## src/hdl/assert_macros.svh

```systemverilog
// assertion helpers, clocked on clk and disabled during rst
`ifndef ASSERT_MACROS_SVH
`define ASSERT_MACROS_SVH

`define ASSERT_SAME(label, ante, cons, msg) \
  label: assert property (@(posedge clk) disable iff (rst) (ante) |-> (cons)) else $error(msg);

`define ASSERT_NEXT(label, ante, cons, msg) \
  label: assert property (@(posedge clk) disable iff (rst) (ante) |=> (cons)) else $error(msg);

`endif

```

## src/hdl/fhp_pkg.sv

```systemverilog
package fhp_pkg;

  localparam logic [7:0] SepChar = 8'h3A;
  localparam logic [7:0] DigitLo = 8'h30;
  localparam logic [7:0] DigitHi = 8'h39;

  localparam logic [2:0] KIND_HEADER  = 3'd0;
  localparam logic [2:0] KIND_NAME    = 3'd1;
  localparam logic [2:0] KIND_PAYLOAD = 3'd2;
  localparam logic [2:0] KIND_ERROR   = 3'd3;
  localparam logic [2:0] KIND_END     = 3'd4;

  localparam logic [1:0] STAT_OK      = 2'd0;
  localparam logic [1:0] STAT_NO_SEP  = 2'd1;
  localparam logic [1:0] STAT_SHORT   = 2'd2;
  localparam logic [1:0] STAT_CLAMPED = 2'd3;

  typedef struct packed {
    logic       valid;
    logic       last;
    logic [7:0] data;
  } fhp_req_t;

endpackage

```

## src/hdl/fragment_header_parser.sv

```systemverilog
// channel | handshake            | payload
// in      | in_valid / in_ready   | in_byte, last_byte
// out     | out_valid / out_ready | kind, data_byte, total_fragments, fragment_number,
//         |                       | payload_size, status, end_of_packet
//
// one byte accepted per cycle unless results stall; a byte's result is registered
// throughput is set by the input register feeding the single parse and result stage
// bytes that cause no result (junk, digits, dropped payload) still pass the parse stage
// synchronous rst clears both stages and returns the parser to the first field
// a stalled result holds the parse stage; an empty input register takes one more byte
`include "assert_macros.svh"

module fragment_header_parser #(
  parameter int PAYLOAD_MAX = 1000,
  parameter int NAME_MAX    = 29
) (
  input  logic        clk,
  input  logic        rst,
  input  logic        in_valid,
  output logic        in_ready,
  input  logic [7:0]  in_byte,
  input  logic        last_byte,
  output logic        out_valid,
  input  logic        out_ready,
  output logic [2:0]  kind,
  output logic [7:0]  data_byte,
  output logic [31:0] total_fragments,
  output logic [31:0] fragment_number,
  output logic [9:0]  payload_size,
  output logic [1:0]  status,
  output logic        end_of_packet
);
  import fhp_pkg::*;

  fhp_req_t req;
  logic     advance;

  fhp_in_stage u_in_stage (
    .clk       (clk),
    .rst       (rst),
    .in_valid  (in_valid),
    .in_ready  (in_ready),
    .in_byte   (in_byte),
    .last_byte (last_byte),
    .advance   (advance),
    .req       (req)
  );

  fhp_parse #(
    .PAYLOAD_MAX (PAYLOAD_MAX),
    .NAME_MAX    (NAME_MAX)
  ) u_parse (
    .clk             (clk),
    .rst             (rst),
    .req             (req),
    .advance         (advance),
    .out_valid       (out_valid),
    .out_ready       (out_ready),
    .kind            (kind),
    .data_byte       (data_byte),
    .total_fragments (total_fragments),
    .fragment_number (fragment_number),
    .payload_size    (payload_size),
    .status          (status),
    .end_of_packet   (end_of_packet)
  );

  `ASSERT_SAME(a_accept_room, in_valid && in_ready, !req.valid || advance,
               "request accepted with input register full")

endmodule

```

## src/hdl/fhp_in_stage.sv

```systemverilog
`include "assert_macros.svh"

module fhp_in_stage (
  input  logic             clk,
  input  logic             rst,
  input  logic             in_valid,
  output logic             in_ready,
  input  logic [7:0]       in_byte,
  input  logic             last_byte,
  input  logic             advance,
  output fhp_pkg::fhp_req_t req
);
  import fhp_pkg::*;

  logic       valid;
  logic       last;
  logic [7:0] data;

  assign in_ready = !valid || advance;
  assign req      = '{valid: valid, last: last, data: data};

  always_ff @(posedge clk) begin
    if (rst) begin
      valid <= 1'b0;
    end else if (in_valid && in_ready) begin
      valid <= 1'b1;
    end else if (advance) begin
      valid <= 1'b0;
    end
  end

  always_ff @(posedge clk) begin
    if (in_valid && in_ready) begin
      data <= in_byte;
      last <= last_byte;
    end
  end

  `ASSERT_NEXT(a_held_request, valid && !advance, valid && $stable(data) && $stable(last),
               "stalled request changed")

endmodule

```

## src/hdl/fhp_parse.sv

```systemverilog
`include "assert_macros.svh"

module fhp_parse #(
  parameter int PAYLOAD_MAX = 1000,
  parameter int NAME_MAX    = 29
) (
  input  logic              clk,
  input  logic              rst,
  input  fhp_pkg::fhp_req_t req,
  output logic              advance,
  output logic              out_valid,
  input  logic              out_ready,
  output logic [2:0]        kind,
  output logic [7:0]        data_byte,
  output logic [31:0]       total_fragments,
  output logic [31:0]       fragment_number,
  output logic [9:0]        payload_size,
  output logic [1:0]        status,
  output logic              end_of_packet
);
  import fhp_pkg::*;

  localparam logic [9:0] PayloadMax = 10'(PAYLOAD_MAX);
  localparam logic [9:0] NameMax    = 10'(NAME_MAX);

  localparam logic [2:0] FLD_TOTAL   = 3'd0;
  localparam logic [2:0] FLD_FRAGNO  = 3'd1;
  localparam logic [2:0] FLD_SIZE    = 3'd2;
  localparam logic [2:0] FLD_NAME    = 3'd3;
  localparam logic [2:0] FLD_PAYLOAD = 3'd4;
  localparam logic [2:0] FLD_DONE    = 3'd5;

  logic [2:0]  field_index, field_index_next;
  logic [31:0] number_accum, number_accum_next;
  logic        digits_done, digits_done_next;
  logic [31:0] total_reg, total_reg_next;
  logic [31:0] fragno_reg, fragno_reg_next;
  logic [9:0]  size_reg, size_reg_next;
  logic        size_clamped, size_clamped_next;
  logic [9:0]  byte_count, byte_count_next;

  logic        fire;
  logic        have;
  logic [2:0]  res_kind;
  logic [7:0]  res_data;
  logic [1:0]  res_status;
  logic [35:0] accum_x10;
  logic [9:0]  count_inc;
  logic        is_sep;
  logic        is_digit;

  assign advance = !out_valid || out_ready;
  assign fire    = req.valid && advance;

  assign accum_x10 = ({4'b0, number_accum} << 3) + ({4'b0, number_accum} << 1)
                   + {32'b0, req.data[3:0] - DigitLo[3:0]};
  assign count_inc = byte_count + 10'd1;
  assign is_sep    = (req.data == SepChar);
  assign is_digit  = req.data inside {[DigitLo:DigitHi]};

  always_comb begin
    field_index_next  = field_index;
    number_accum_next = number_accum;
    digits_done_next  = digits_done;
    total_reg_next    = total_reg;
    fragno_reg_next   = fragno_reg;
    size_reg_next     = size_reg;
    size_clamped_next = size_clamped;
    byte_count_next   = byte_count;
    have       = 1'b0;
    res_kind   = KIND_HEADER;
    res_data   = 8'd0;
    res_status = STAT_OK;
    case (field_index)
      FLD_TOTAL, FLD_FRAGNO, FLD_SIZE: begin
        if (is_sep) begin
          case (field_index)
            FLD_TOTAL:  total_reg_next  = number_accum;
            FLD_FRAGNO: fragno_reg_next = number_accum;
            default: begin
              if (number_accum > {22'b0, PayloadMax}) begin
                size_reg_next     = PayloadMax;
                size_clamped_next = 1'b1;
              end else begin
                size_reg_next = number_accum[9:0];
              end
            end
          endcase
          field_index_next  = field_index + 3'd1;
          number_accum_next = 32'd0;
          digits_done_next  = 1'b0;
          byte_count_next   = 10'd0;
        end else if (!digits_done && is_digit) begin
          number_accum_next = (accum_x10[35:32] != 4'd0) ? 32'hFFFF_FFFF : accum_x10[31:0];
        end else begin
          digits_done_next = 1'b1;
        end
        if (req.last) begin
          have       = 1'b1;
          res_kind   = KIND_ERROR;
          res_status = STAT_NO_SEP;
        end
      end
      FLD_NAME: begin
        if (is_sep) begin
          have       = 1'b1;
          res_kind   = KIND_HEADER;
          res_status = size_clamped ? STAT_CLAMPED : STAT_OK;
          if (req.last && size_reg != 10'd0) begin
            res_status = STAT_SHORT;
          end
          byte_count_next  = 10'd0;
          field_index_next = (size_reg == 10'd0) ? FLD_DONE : FLD_PAYLOAD;
        end else if (req.last) begin
          have       = 1'b1;
          res_kind   = KIND_ERROR;
          res_status = STAT_NO_SEP;
        end else if (byte_count < NameMax) begin
          have            = 1'b1;
          res_kind        = KIND_NAME;
          res_data        = req.data;
          byte_count_next = count_inc;
        end
      end
      FLD_PAYLOAD: begin
        if (byte_count < size_reg) begin
          have            = 1'b1;
          res_kind        = KIND_PAYLOAD;
          res_data        = req.data;
          byte_count_next = count_inc;
          if (count_inc >= size_reg) begin
            field_index_next = FLD_DONE;
          end else if (req.last) begin
            res_status = STAT_SHORT;
          end
        end else begin
          field_index_next = FLD_DONE;
        end
      end
      default: begin
      end
    endcase
    if (req.last && !have) begin
      have       = 1'b1;
      res_kind   = KIND_END;
      res_data   = 8'd0;
      res_status = STAT_OK;
    end
  end

  always_ff @(posedge clk) begin
    if (rst) begin
      field_index  <= FLD_TOTAL;
      number_accum <= 32'd0;
      digits_done  <= 1'b0;
      total_reg    <= 32'd0;
      fragno_reg   <= 32'd0;
      size_reg     <= 10'd0;
      size_clamped <= 1'b0;
      byte_count   <= 10'd0;
    end else if (fire) begin
      if (req.last) begin
        field_index  <= FLD_TOTAL;
        number_accum <= 32'd0;
        digits_done  <= 1'b0;
        total_reg    <= 32'd0;
        fragno_reg   <= 32'd0;
        size_reg     <= 10'd0;
        size_clamped <= 1'b0;
        byte_count   <= 10'd0;
      end else begin
        field_index  <= field_index_next;
        number_accum <= number_accum_next;
        digits_done  <= digits_done_next;
        total_reg    <= total_reg_next;
        fragno_reg   <= fragno_reg_next;
        size_reg     <= size_reg_next;
        size_clamped <= size_clamped_next;
        byte_count   <= byte_count_next;
      end
    end
  end

  always_ff @(posedge clk) begin
    if (rst) begin
      out_valid <= 1'b0;
    end else if (advance) begin
      out_valid <= fire && have;
    end
  end

  always_ff @(posedge clk) begin
    if (fire && have) begin
      kind            <= res_kind;
      data_byte       <= res_data;
      total_fragments <= total_reg_next;
      fragment_number <= fragno_reg_next;
      payload_size    <= size_reg_next;
      status          <= res_status;
      end_of_packet   <= req.last;
    end
  end

  `ASSERT_NEXT(a_last_clears, fire && req.last,
               field_index == FLD_TOTAL && byte_count == 10'd0 && size_reg == 10'd0,
               "state not cleared after last byte")
  `ASSERT_SAME(a_size_limit, 1'b1, size_reg <= PayloadMax, "size above limit")
  `ASSERT_SAME(a_name_limit, field_index == FLD_NAME, byte_count <= NameMax,
               "name count above limit")
  `ASSERT_NEXT(a_last_reports, fire && req.last, out_valid && end_of_packet,
               "last byte gave no result")

endmodule

```

## config.mk

```make
export PLATFORM = sky130hd
export DESIGN_NAME = fragment_header_parser
export DESIGN_NICKNAME = d
export VERILOG_FILES = /design/src/hdl/fhp_pkg.sv /design/src/hdl/fragment_header_parser.sv /design/src/hdl/fhp_in_stage.sv /design/src/hdl/fhp_parse.sv
export VERILOG_INCLUDE_DIRS = /design/src /design/src/hdl
export SDC_FILE = /design/constraint.sdc
export NUM_CORES = 1
export LEC_CHECK = 0
export BUFFER_PORTS_ARGS = -buffer_cell sky130_fd_sc_hd__buf_2
export CELL_PAD_IN_SITES_DETAIL_PLACEMENT = 1
export CELL_PAD_IN_SITES_GLOBAL_PLACEMENT = 2
export CORE_ASPECT_RATIO = 1.2
export CORE_MARGIN = 5
export CORE_UTILIZATION = 39
export CTS_CLUSTER_SIZE = 10
export DETAILED_ROUTE_END_ITERATION = 10
export PLACE_DENSITY_LB_ADDON = 0.1
export SYNTH_ARGS = -nofsm -noshare
export SYNTH_HDL_FRONTEND = slang
export SYNTH_HIERARCHICAL = 1
export SYNTH_SLANG_ARGS = --single-unit
export TNS_END_PERCENT = 10
```

## constraint.sdc

```tcl
create_clock -name clk -period 9.2 [get_ports clk]
set_clock_uncertainty 0.05 [all_clocks]
set_input_delay 1.84 -clock clk [delete_from_list [all_inputs] [get_ports clk]]
set_output_delay 1.84 -clock clk [all_outputs]
set_load 0.01 [all_outputs]
```

==> run metrics, run 1 <==
initial antenna violation count 0; CP endpoint kind register; initial detailed-routing violation count 402; Nets 1,291; r2r setup slk 4.72 ns; worst hold path type register to register; HPWL Detailed 21.9 mm; total power 2070 uW; die area 32,800 sq um; worst path required time 9.55 ns; Final Setup Violations 0; clock buffer depth 3; RSZ-0062 raised after global routing no; Least-Margin Pin Slew 1.10 ns; CTS Hold Buffers Added 0; core area 28,800 sq um; worst-path maximum fanout 21; DRT Pass-1 Iters 4; Rows 68; Clock Latency Late Sink 0.53 ns; register area share after synthesis 47.0%; CTS tree built; syn avg cell area 10.4 sq um; GRT Total Usage 18.7%; post-route cell area 13,100 sq um; setup bufs post-CTS 0; grt total ovfl 0; outcome finished clean; DRC viols 0; Via Count 8,699; largest net degree at the start of global routing 90; Max-Cap Viols 0; Die Y 198 um; share of cells above drive strength 1 19.4%; gpl congestion 0.819; first-pass GRT wire length 50.5 mm; drt wl/cell 19.6 um; CTS buffer count 27; Synth Cell Area 11,400 sq um; die width 166 um; worst vdd ir 0.159 mV; Synth Flop Type dfxtp_1; Fin. Hold Viols 0; H-tree levels 1; Setup CP Type register to register; Synth Instances 1,104; I/O Pins 103; Net Count, Synth 1,209; Max Slew Vio Count 0; Synth cell types 74; flops & latches, synth 220; vias in the first global route 9,295; fmax 223 MHz; # port buffers 102; async set or reset register ratio after synthesis 0%; post-route clock period utilization 48.6%; Slew HR 27.0%; Worst setup SP type register; CP Data Arrival Time 4.82 ns; DP Area 12,300 sq um; EDFF count, synth 97; final wirelength 31.2 mm; synth-to-layout area growth 14.6%; Via density 5.47; Synth warnings 6; Sink Count 220; Setup Total Neg Slack 0 ns; Tmin final 4.48 ns; Pleak 0.00553 uW; starting density of the core 39.6%; pwr dens 158 nW/um^2; Ant. Diodes 0; remaining antenna violation count 0; Root Buffer clkbuf_16; Reg clk slew, reported paths 0.05 ns; cts repair resizes 0
## cell usage in the layout, fill, tap and decap left out, types with 12 or more instances in the layout
cell / count
a21oi_1: 56
a22oi_1: 102
and2_1: 13
buf_2: 102
clkbuf_1: 17
clkbuf_16: 27
dfxtp_1: 123
edfxtp_1: 97
ha_1: 90
inv_1: 31
mux2_2: 64
nand2_1: 85
nand2b_1: 12
nand3_1: 21
nor2_1: 113
o21ai_0: 41
xnor2_1: 22
## routing by layer
metal,part of all wire [%],up-vias,track usage [%]
met2,53,104,35.5
met5,0,-,0
met3,3.0,33,2.12
met4,1.9,0,4.91
met1,42,4302,22.6
li1,-,4260,-
## kinds of logic after synthesis
group           count (synthesis)  share of synthesized area, %
simple gates                  311                          12.7
compound gates                290                          17.7
flops                         220                          47.0
fa+ha+maj                      92                          10.2
buf+inv                        91                          3.27
mux                            67                          6.57
xor+xnor                       33                          2.53
## layout make-up
cell class	count	area, sq um
well taps	385	482
clock inverters	3	43.8
clock buffers	46	767
fillers	3235	15700
flip-flops and latches	220	5380
multi-input cells	793	5720
repair buffers	113	593
inverters	31	116
## power by group
group	internal [uW]	switching [uW]
Combinational	13.1	45.3
Clock	589	386
Sequential	1030	5.40
Total	1630	436
## worst max-delay path, cell delays in order, from the launching register on
cell      delay [ns]
edfxtp_1        0.48
fa_1            0.53
ha_1            0.29
a21o_1          0.11
a21oi_1         0.09
o21ai_1         0.34
a31oi_4         0.18
o31ai_1         0.55
a31oi_1         0.22
mux2i_1         0.20
o41ai_4         0.77
buf_4           0.40
o211ai_1        0.13
## worst paths after layout
kind | startpoint | depth (start not counted) | endpoint
hold reg to reg | u_parse/fragno_reg[8]$_SDFFE_PP0P_ | 2 | u_parse/fragno_reg[8]$_SDFFE_PP0P_
hold / removal | u_parse/fragno_reg[8]$_SDFFE_PP0P_ | 2 | u_parse/fragno_reg[8]$_SDFFE_PP0P_
setup reg to reg | u_in_stage/data[3]$_DFFE_PP_ | 12 | u_parse/number_accum[31]$_SDFFE_PP0P_
setup / recovery | u_in_stage/data[3]$_DFFE_PP_ | 12 | u_parse/number_accum[31]$_SDFFE_PP0P_
## through the flow
| stage | instances | util [%] | hold WS (ns) | setup WS, ns |
|---|---|---|---|---|
| global placement | 1542 | 42.6 | 0.432 | 4.72 |
| floorplan | 1104 | - | 0.418 | 1.82 |
| detailed placement | 1542 | 42.6 | 0.445 | 4.69 |
| finish | 1591 | 45.4 | 0.453 | 4.72 |
| CTS | 1591 | 45.4 | 0.459 | 4.68 |
| global route | 1591 | 45.4 | 0.480 | 4.29 |
## Yosys cell counts (5+ instances only)
| cell | instances | share of area, % |
|---|---|---|
| dfxtp_1 | 123 | 22 |
| nor2_1 | 115 | 3.8 |
| a22oi_1 | 102 | 6.7 |
| edfxtp_1 | 97 | 25 |
| ha_1 | 90 | 9.9 |
| nand2_1 | 86 | 2.8 |
| mux2_2 | 64 | 6.3 |
| a21oi_1 | 57 | 2.5 |
| clkbuf_1 | 43 | 1.4 |
| o21ai_0 | 41 | 1.8 |
| inv_1 | 31 | 1.0 |
| xnor2_1 | 22 | 1.7 |
| nand3_1 | 21 | 0.92 |
| and2_1 | 13 | 0.71 |
| nand2b_1 | 12 | 0.66 |
| a21o_1 | 11 | 0.72 |
| a31oi_1 | 11 | 0.60 |
| nor3_1 | 11 | 0.48 |
| xor2_1 | 11 | 0.84 |
| buf_1 | 10 | 0.33 |
| o21a_1 | 10 | 0.66 |
| nor4_1 | 8 | 0.44 |
| and3_1 | 7 | 0.38 |
| nand4_1 | 7 | 0.38 |
| o21ai_1 | 6 | 0.26 |
| o22ai_1 | 6 | 0.33 |
| a21oi_2 | 5 | 0.38 |
| or4_1 | 5 | 0.33 |
(Power assumes the default switching activity.)
==> inputs of run 2 (changes only) <==
clock period = 4.7 ns   (was 9.2 ns; I/O delays follow)
==> run 2 against run 1 <==
Effect of this change:
- fmax up 13%
- clock-buffer cell count unchanged
- largest power group unchanged
- register-to-register slack worse by 4.0 ns
- setup slack worse by 4.0 ns
- combinational power up 110%
- global-route usage up 0.45 points
- critical path depth unchanged
- clock power up 90%
- cell count about the same
- worst hold slack better by 0.0024 ns
- via count up 0.77%
- core utilization about the same
==> run metrics, run 2 (synthesis gave the netlist of run 1 again) <==
outcome finished clean; synth-to-layout area growth 14.6%; final wirelength 31.8 mm; post-route cell area 13,100 sq um; CP Data Arrival Time 4.29 ns; Rows 68; DP Area 12,300 sq um; Critical Path Slowest Stage Cell fa_1; Hold WS 0.455 ns; worst path buffer plus inverter count 1; Worst setup SP type register; core area 28,800 sq um; H-tree levels 1; initial detailed-routing violation count 418; CTS Hold Buffers Added 0; CP top delay family compound AO/OA/AOI/OAI gates; die area 32,800 sq um; Sink Count 220; pwr dens 305 nW/um^2; grt total ovfl 0; Tmin final 3.95 ns; Root Buffer clkbuf_16; commonest non-fill, non-tap cell in the layout dfxtp_1; DRC viols 0; initial antenna violation count 0; fmax 253 MHz; gpl congestion 0.814; post-route clock period utilization 84.0%; worst path required time 5.04 ns; most frequent cells in the layout dfxtp_1, nor2_1, buf_2, a22oi_1, edfxtp_1; CP endpoint kind register; Nets 1,293; Reg clk slew, reported paths 0.06 ns; cts repair resizes 0; crit-path max cell delay 0.53 ns; Via Count 8,766; Max Slew Vio Count 0; DRT Pass-1 Iters 4; die width 166 um; # port buffers 102; worst-path maximum fanout 16; HPWL Detailed 22.4 mm; CTS tree built; Least-Margin Pin Slew 0.922 ns; I/O Pins 103; starting density of the core 39.6%; worst vdd ir 0.269 mV; fillcell total 3,241; drt wl/cell 20.0 um; r2r setup slk 0.75 ns; clock buffer depth 3; Final Setup Violations 0; Via density 5.51; Max-Cap Viols 0; share of cells above drive strength 1 19.4%; RSZ-0062 raised after global routing no; Fin. Hold Viols 0; worst hold path type register to register; Clock Latency Late Sink 0.53 ns; Ant. Diodes 0; Pleak 0.00552 uW; setup bufs post-CTS 0; Slew HR 38.4%; Die Y 198 um; first-pass GRT wire length 51.6 mm; remaining antenna violation count 0; GRT Total Usage 19.2%; Setup Total Neg Slack 0 ns; vias in the first global route 9,202; Setup CP Type register to register; largest net degree at the start of global routing 75; CTS buffer count 26; crit-path cells fa_1 > ha_1 > a21o_1 > a21oi_1 > o21ai_1 > a31oi_4 > o31ai_1 > a31oi_1 > mux2i_1 > o41ai_4 > buf_4 > o211ai_1
## run 2: changes by cell type in the layout (fill, tap and decap cells not counted)
cell | before | now
buf_12 | 0 | 2
buf_4 | 11 | 12
bufinv_16 | 1 | 0
clkbuf_1 | 17 | 18
clkbuf_8 | 2 | 1
clkinv_4 | 1 | 0
## run 2: per-layer routing
layer | up-vias | wire (um) | global-route usage [%]
met5 | - | 0 | 0
met4 | 0 | 431 | 4.09
met3 | 27 | 795 | 2.12
met2 | 95 | 17100 | 36.8
met1 | 4389 | 13500 | 23.1
li1 | 4255 | - | -
## run 2: cell type report
class | instances | area [sq um] | area share [%]
multi-input cells | 793 | 5720 | 43.7
flip-flops and latches | 220 | 5380 | 41.1
clock buffers | 46 | 757 | 5.78
repair buffers | 116 | 641 | 4.89
well taps | 385 | 482 | 3.68
inverters | 31 | 116 | 0.889
clock inverters | 1 | 5.00 | 0.0382
## run 2: worst reg2reg max path: stages, from the launching register on
cell and delay (ns):
edfxtp_1 0.46, fa_1 0.54, ha_1 0.29, a21o_1 0.11
a21oi_1 0.09, o21ai_1 0.34, a31oi_4 0.19, o31ai_1 0.53
a31oi_1 0.21, mux2i_1 0.20, o41ai_4 0.38, buf_4 0.30
o211ai_1 0.13
## run 2: worst paths after layout
kind	start	to	cells past startpoint
setup reg to reg	u_in_stage/data[3]$_DFFE_PP_	u_parse/number_accum[31]$_SDFFE_PP0P_	12
setup / recovery	u_in_stage/data[3]$_DFFE_PP_	u_parse/number_accum[31]$_SDFFE_PP0P_	12
hold reg to reg	u_parse/total_reg[13]$_SDFFE_PP0P_	u_parse/total_reg[13]$_SDFFE_PP0P_	2
hold / removal	u_parse/total_reg[13]$_SDFFE_PP0P_	u_parse/total_reg[13]$_SDFFE_PP0P_	2
## run 2: per-stage QoR
stage | util, % | setup slack (ns) | power [uW] | cells
6_report | 45.4 | 0.752 | 3990 | 1592
3_3_place_gp | 42.8 | 0.888 | 2180 | 1545
4_1_cts | 45.4 | 0.708 | 4050 | 1592
5_1_grt | 45.4 | 0.515 | 4150 | 1592
3_5_place_dp | 42.8 | 0.749 | 2190 | 1545
2_1_floorplan | - | 0.641 | 2130 | 1104
## run 2: report_power, final
part	switching [uW]	leakage, uW	internal (uW)
combinational	92.3	0.00320	28.3
sequential	11.1	0.00196	2010
clock	770	0.000365	1080
total	874	0.00552	3120
==> inputs of run 3 (changes only) <==
clock period = 3.83 ns   (was 4.7 ns; I/O delays follow)
==> run 3 against run 2 <==
Effect of this change:
- clock power rose by 21%
- routed wire length rose by 1.6%
- power rose by 22%
- critical path depth rose by 2
- first-iteration DRC count fell by 3.3%
- cell count rose by 2.1%
- register-to-register slack got worse by 0.69 ns
- design area rose by 3.2%
- largest power group unchanged
- combinational power rose by 22%
- sequential power rose by 23%
- highest routed layer unchanged
- sequential cell count did not move
==> run metrics, run 3 (synthesis gave the netlist of run 1 again) <==
initial antenna violation count 0; Final Setup Violations 0; H-tree levels 1; starting density of the core 39.6%; Reg clk slew, reported paths 0.06 ns; drt wl/cell 19.9 um; outcome finished clean; DRT Pass-1 Iters 4; Setup Total Neg Slack 0 ns; I/O Pins 103; RSZ-0062 raised after global routing yes; fmax 265 MHz; worst vdd ir 0.446 mV; first-pass GRT wire length 51.1 mm; gpl congestion 0.792; Critical Path Slowest Stage Cell fa_1; Pleak 0.00576 uW; Setup CP Type register to register; crit-path max cell delay 0.59 ns; worst hold path type primary input to register; share of cells above drive strength 1 24.0%; Tmin final 3.77 ns; Least-Margin Pin Slew 0.896 ns; die area 32,800 sq um; Via density 5.45; cell count along the critical path 14; CTS Hold Buffers Added 0; worst path buffer plus inverter count 3; Clock Latency Late Sink 0.53 ns; post-route setup slack 0.0582 ns; vias in the first global route 9,269; pre-CTS setup slack -0.125 ns; worst path required time 4.19 ns; GRT Total Usage 19.0%; HPWL Detailed 22.6 mm; r2r setup slk 0.06 ns; initial detailed-routing violation count 404; Ant. Diodes 0; Worst setup SP type register; grt total ovfl 0; final wirelength 32.3 mm; Placed Cells 1,573; crit path to u_parse/number_accum[11]$_SDFFE_PP0P_; Max Slew Vio Count 0; CP top delay family compound AO/OA/AOI/OAI gates; core area 28,800 sq um; crit-path cells fa_1 > inv_2 > fa_2 > nand2b_4 > a21oi_4 > o21ai_4 > a2111oi_4 > nor4_4 > o31ai_4 > o21ai_2 > o41ai_4 > buf_4 > buf_12 > nand2_2; clock buffer depth 3; pwr dens 360 nW/um^2; Slew HR 40.3%; CTS buffer count 26; CP endpoint kind register; die width 166 um; largest net degree at the start of global routing 89; synth-to-layout area growth 18.2%; Rows 68; Post-Layout Cell Count 1,625; DRC viols 0; worst-path maximum fanout 7; total power 4860 uW; Nets 1,328; CTS tree built; Die Y 198 um; Reg2Reg Depth 14; Max-Cap Viols 0; Via Count 8,863; post-route clock period utilization 98.5%; Fin. Hold Viols 0; worst r2r src u_in_stage/data[3]$_DFFE_PP_; CP Data Arrival Time 4.13 ns; commonest non-fill, non-tap cell in the layout dfxtp_1; # port buffers 102; most frequent cells in the layout dfxtp_1, nor2_1, buf_2, a22oi_1, edfxtp_1; worst reg2reg path endpoint u_parse/number_accum[11]$_SDFFE_PP0P_; remaining antenna violation count 0; Setup crit start u_in_stage/data[3]$_DFFE_PP_; hold path cells 1; Root Buffer clkbuf_16; Sink Count 220
-- run 3: repair_timing --
item	CTS	global route
resized for setup	2	37
gates cloned	0	3
setup buffers	0	4
endpoints found under the setup margin	32	32
pin swaps	1	14
-- run 3: layer usage --
| layer | global-route usage, % | share of wire [%] | vias to the layer above |
|---|---|---|---|
| li1 | - | - | 4329 |
| met1 | 23.1 | 44 | 4422 |
| met2 | 35.7 | 52 | 75 |
| met3 | 2.12 | 2.0 | 37 |
| met4 | 4.94 | 1.9 | 0 |
| met5 | 0 | 0 | - |
-- run 3: worst min-delay path by stage --
stage	start	slack [ns]	to
after floorplan	u_parse/byte_count[9]$_SDFFE_PP0P_	0.42	u_parse/byte_count[9]$_SDFFE_PP0P_
after global placement	u_parse/fragno_reg[31]$_SDFFE_PP0P_	0.43	u_parse/fragno_reg[31]$_SDFFE_PP0P_
after detailed placement	u_parse/fragno_reg[5]$_SDFFE_PP0P_	0.45	u_parse/fragno_reg[5]$_SDFFE_PP0P_
after CTS	in_byte[1]	0.33	u_in_stage/data[1]$_DFFE_PP_
after global routing	in_byte[1]	0.32	u_in_stage/data[1]$_DFFE_PP_
final	in_byte[1]	0.36	u_in_stage/data[1]$_DFFE_PP_
-- run 3: where the power goes --
part	internal [uW]	leakage [uW]	total (uW)	switching, uW
clock network	1310	0.000363	2230	919
registers	2470	0.00196	2480	12.7
logic	37.4	0.00343	148	111
-- run 3: layout make-up --
class	count	area [sq um]
multi-input cells	793	5850
flip-flops and latches	220	5380
clock inverters	1	5.00
clock buffers	44	749
inverters	31	116
well taps	385	482
repair buffers	151	928
fillers	3193	15300
-- run 3: stage by stage --
step           instance area, sq um  hold WS (ns)  utilization, %
2_1_floorplan                 11500         0.418               -
3_3_place_gp                  12600         0.432            43.6
3_5_place_dp                  12600         0.446            43.6
4_1_cts                       13300         0.326            46.2
5_1_grt                       13500         0.324            46.9
6_report                      13500         0.359            46.9
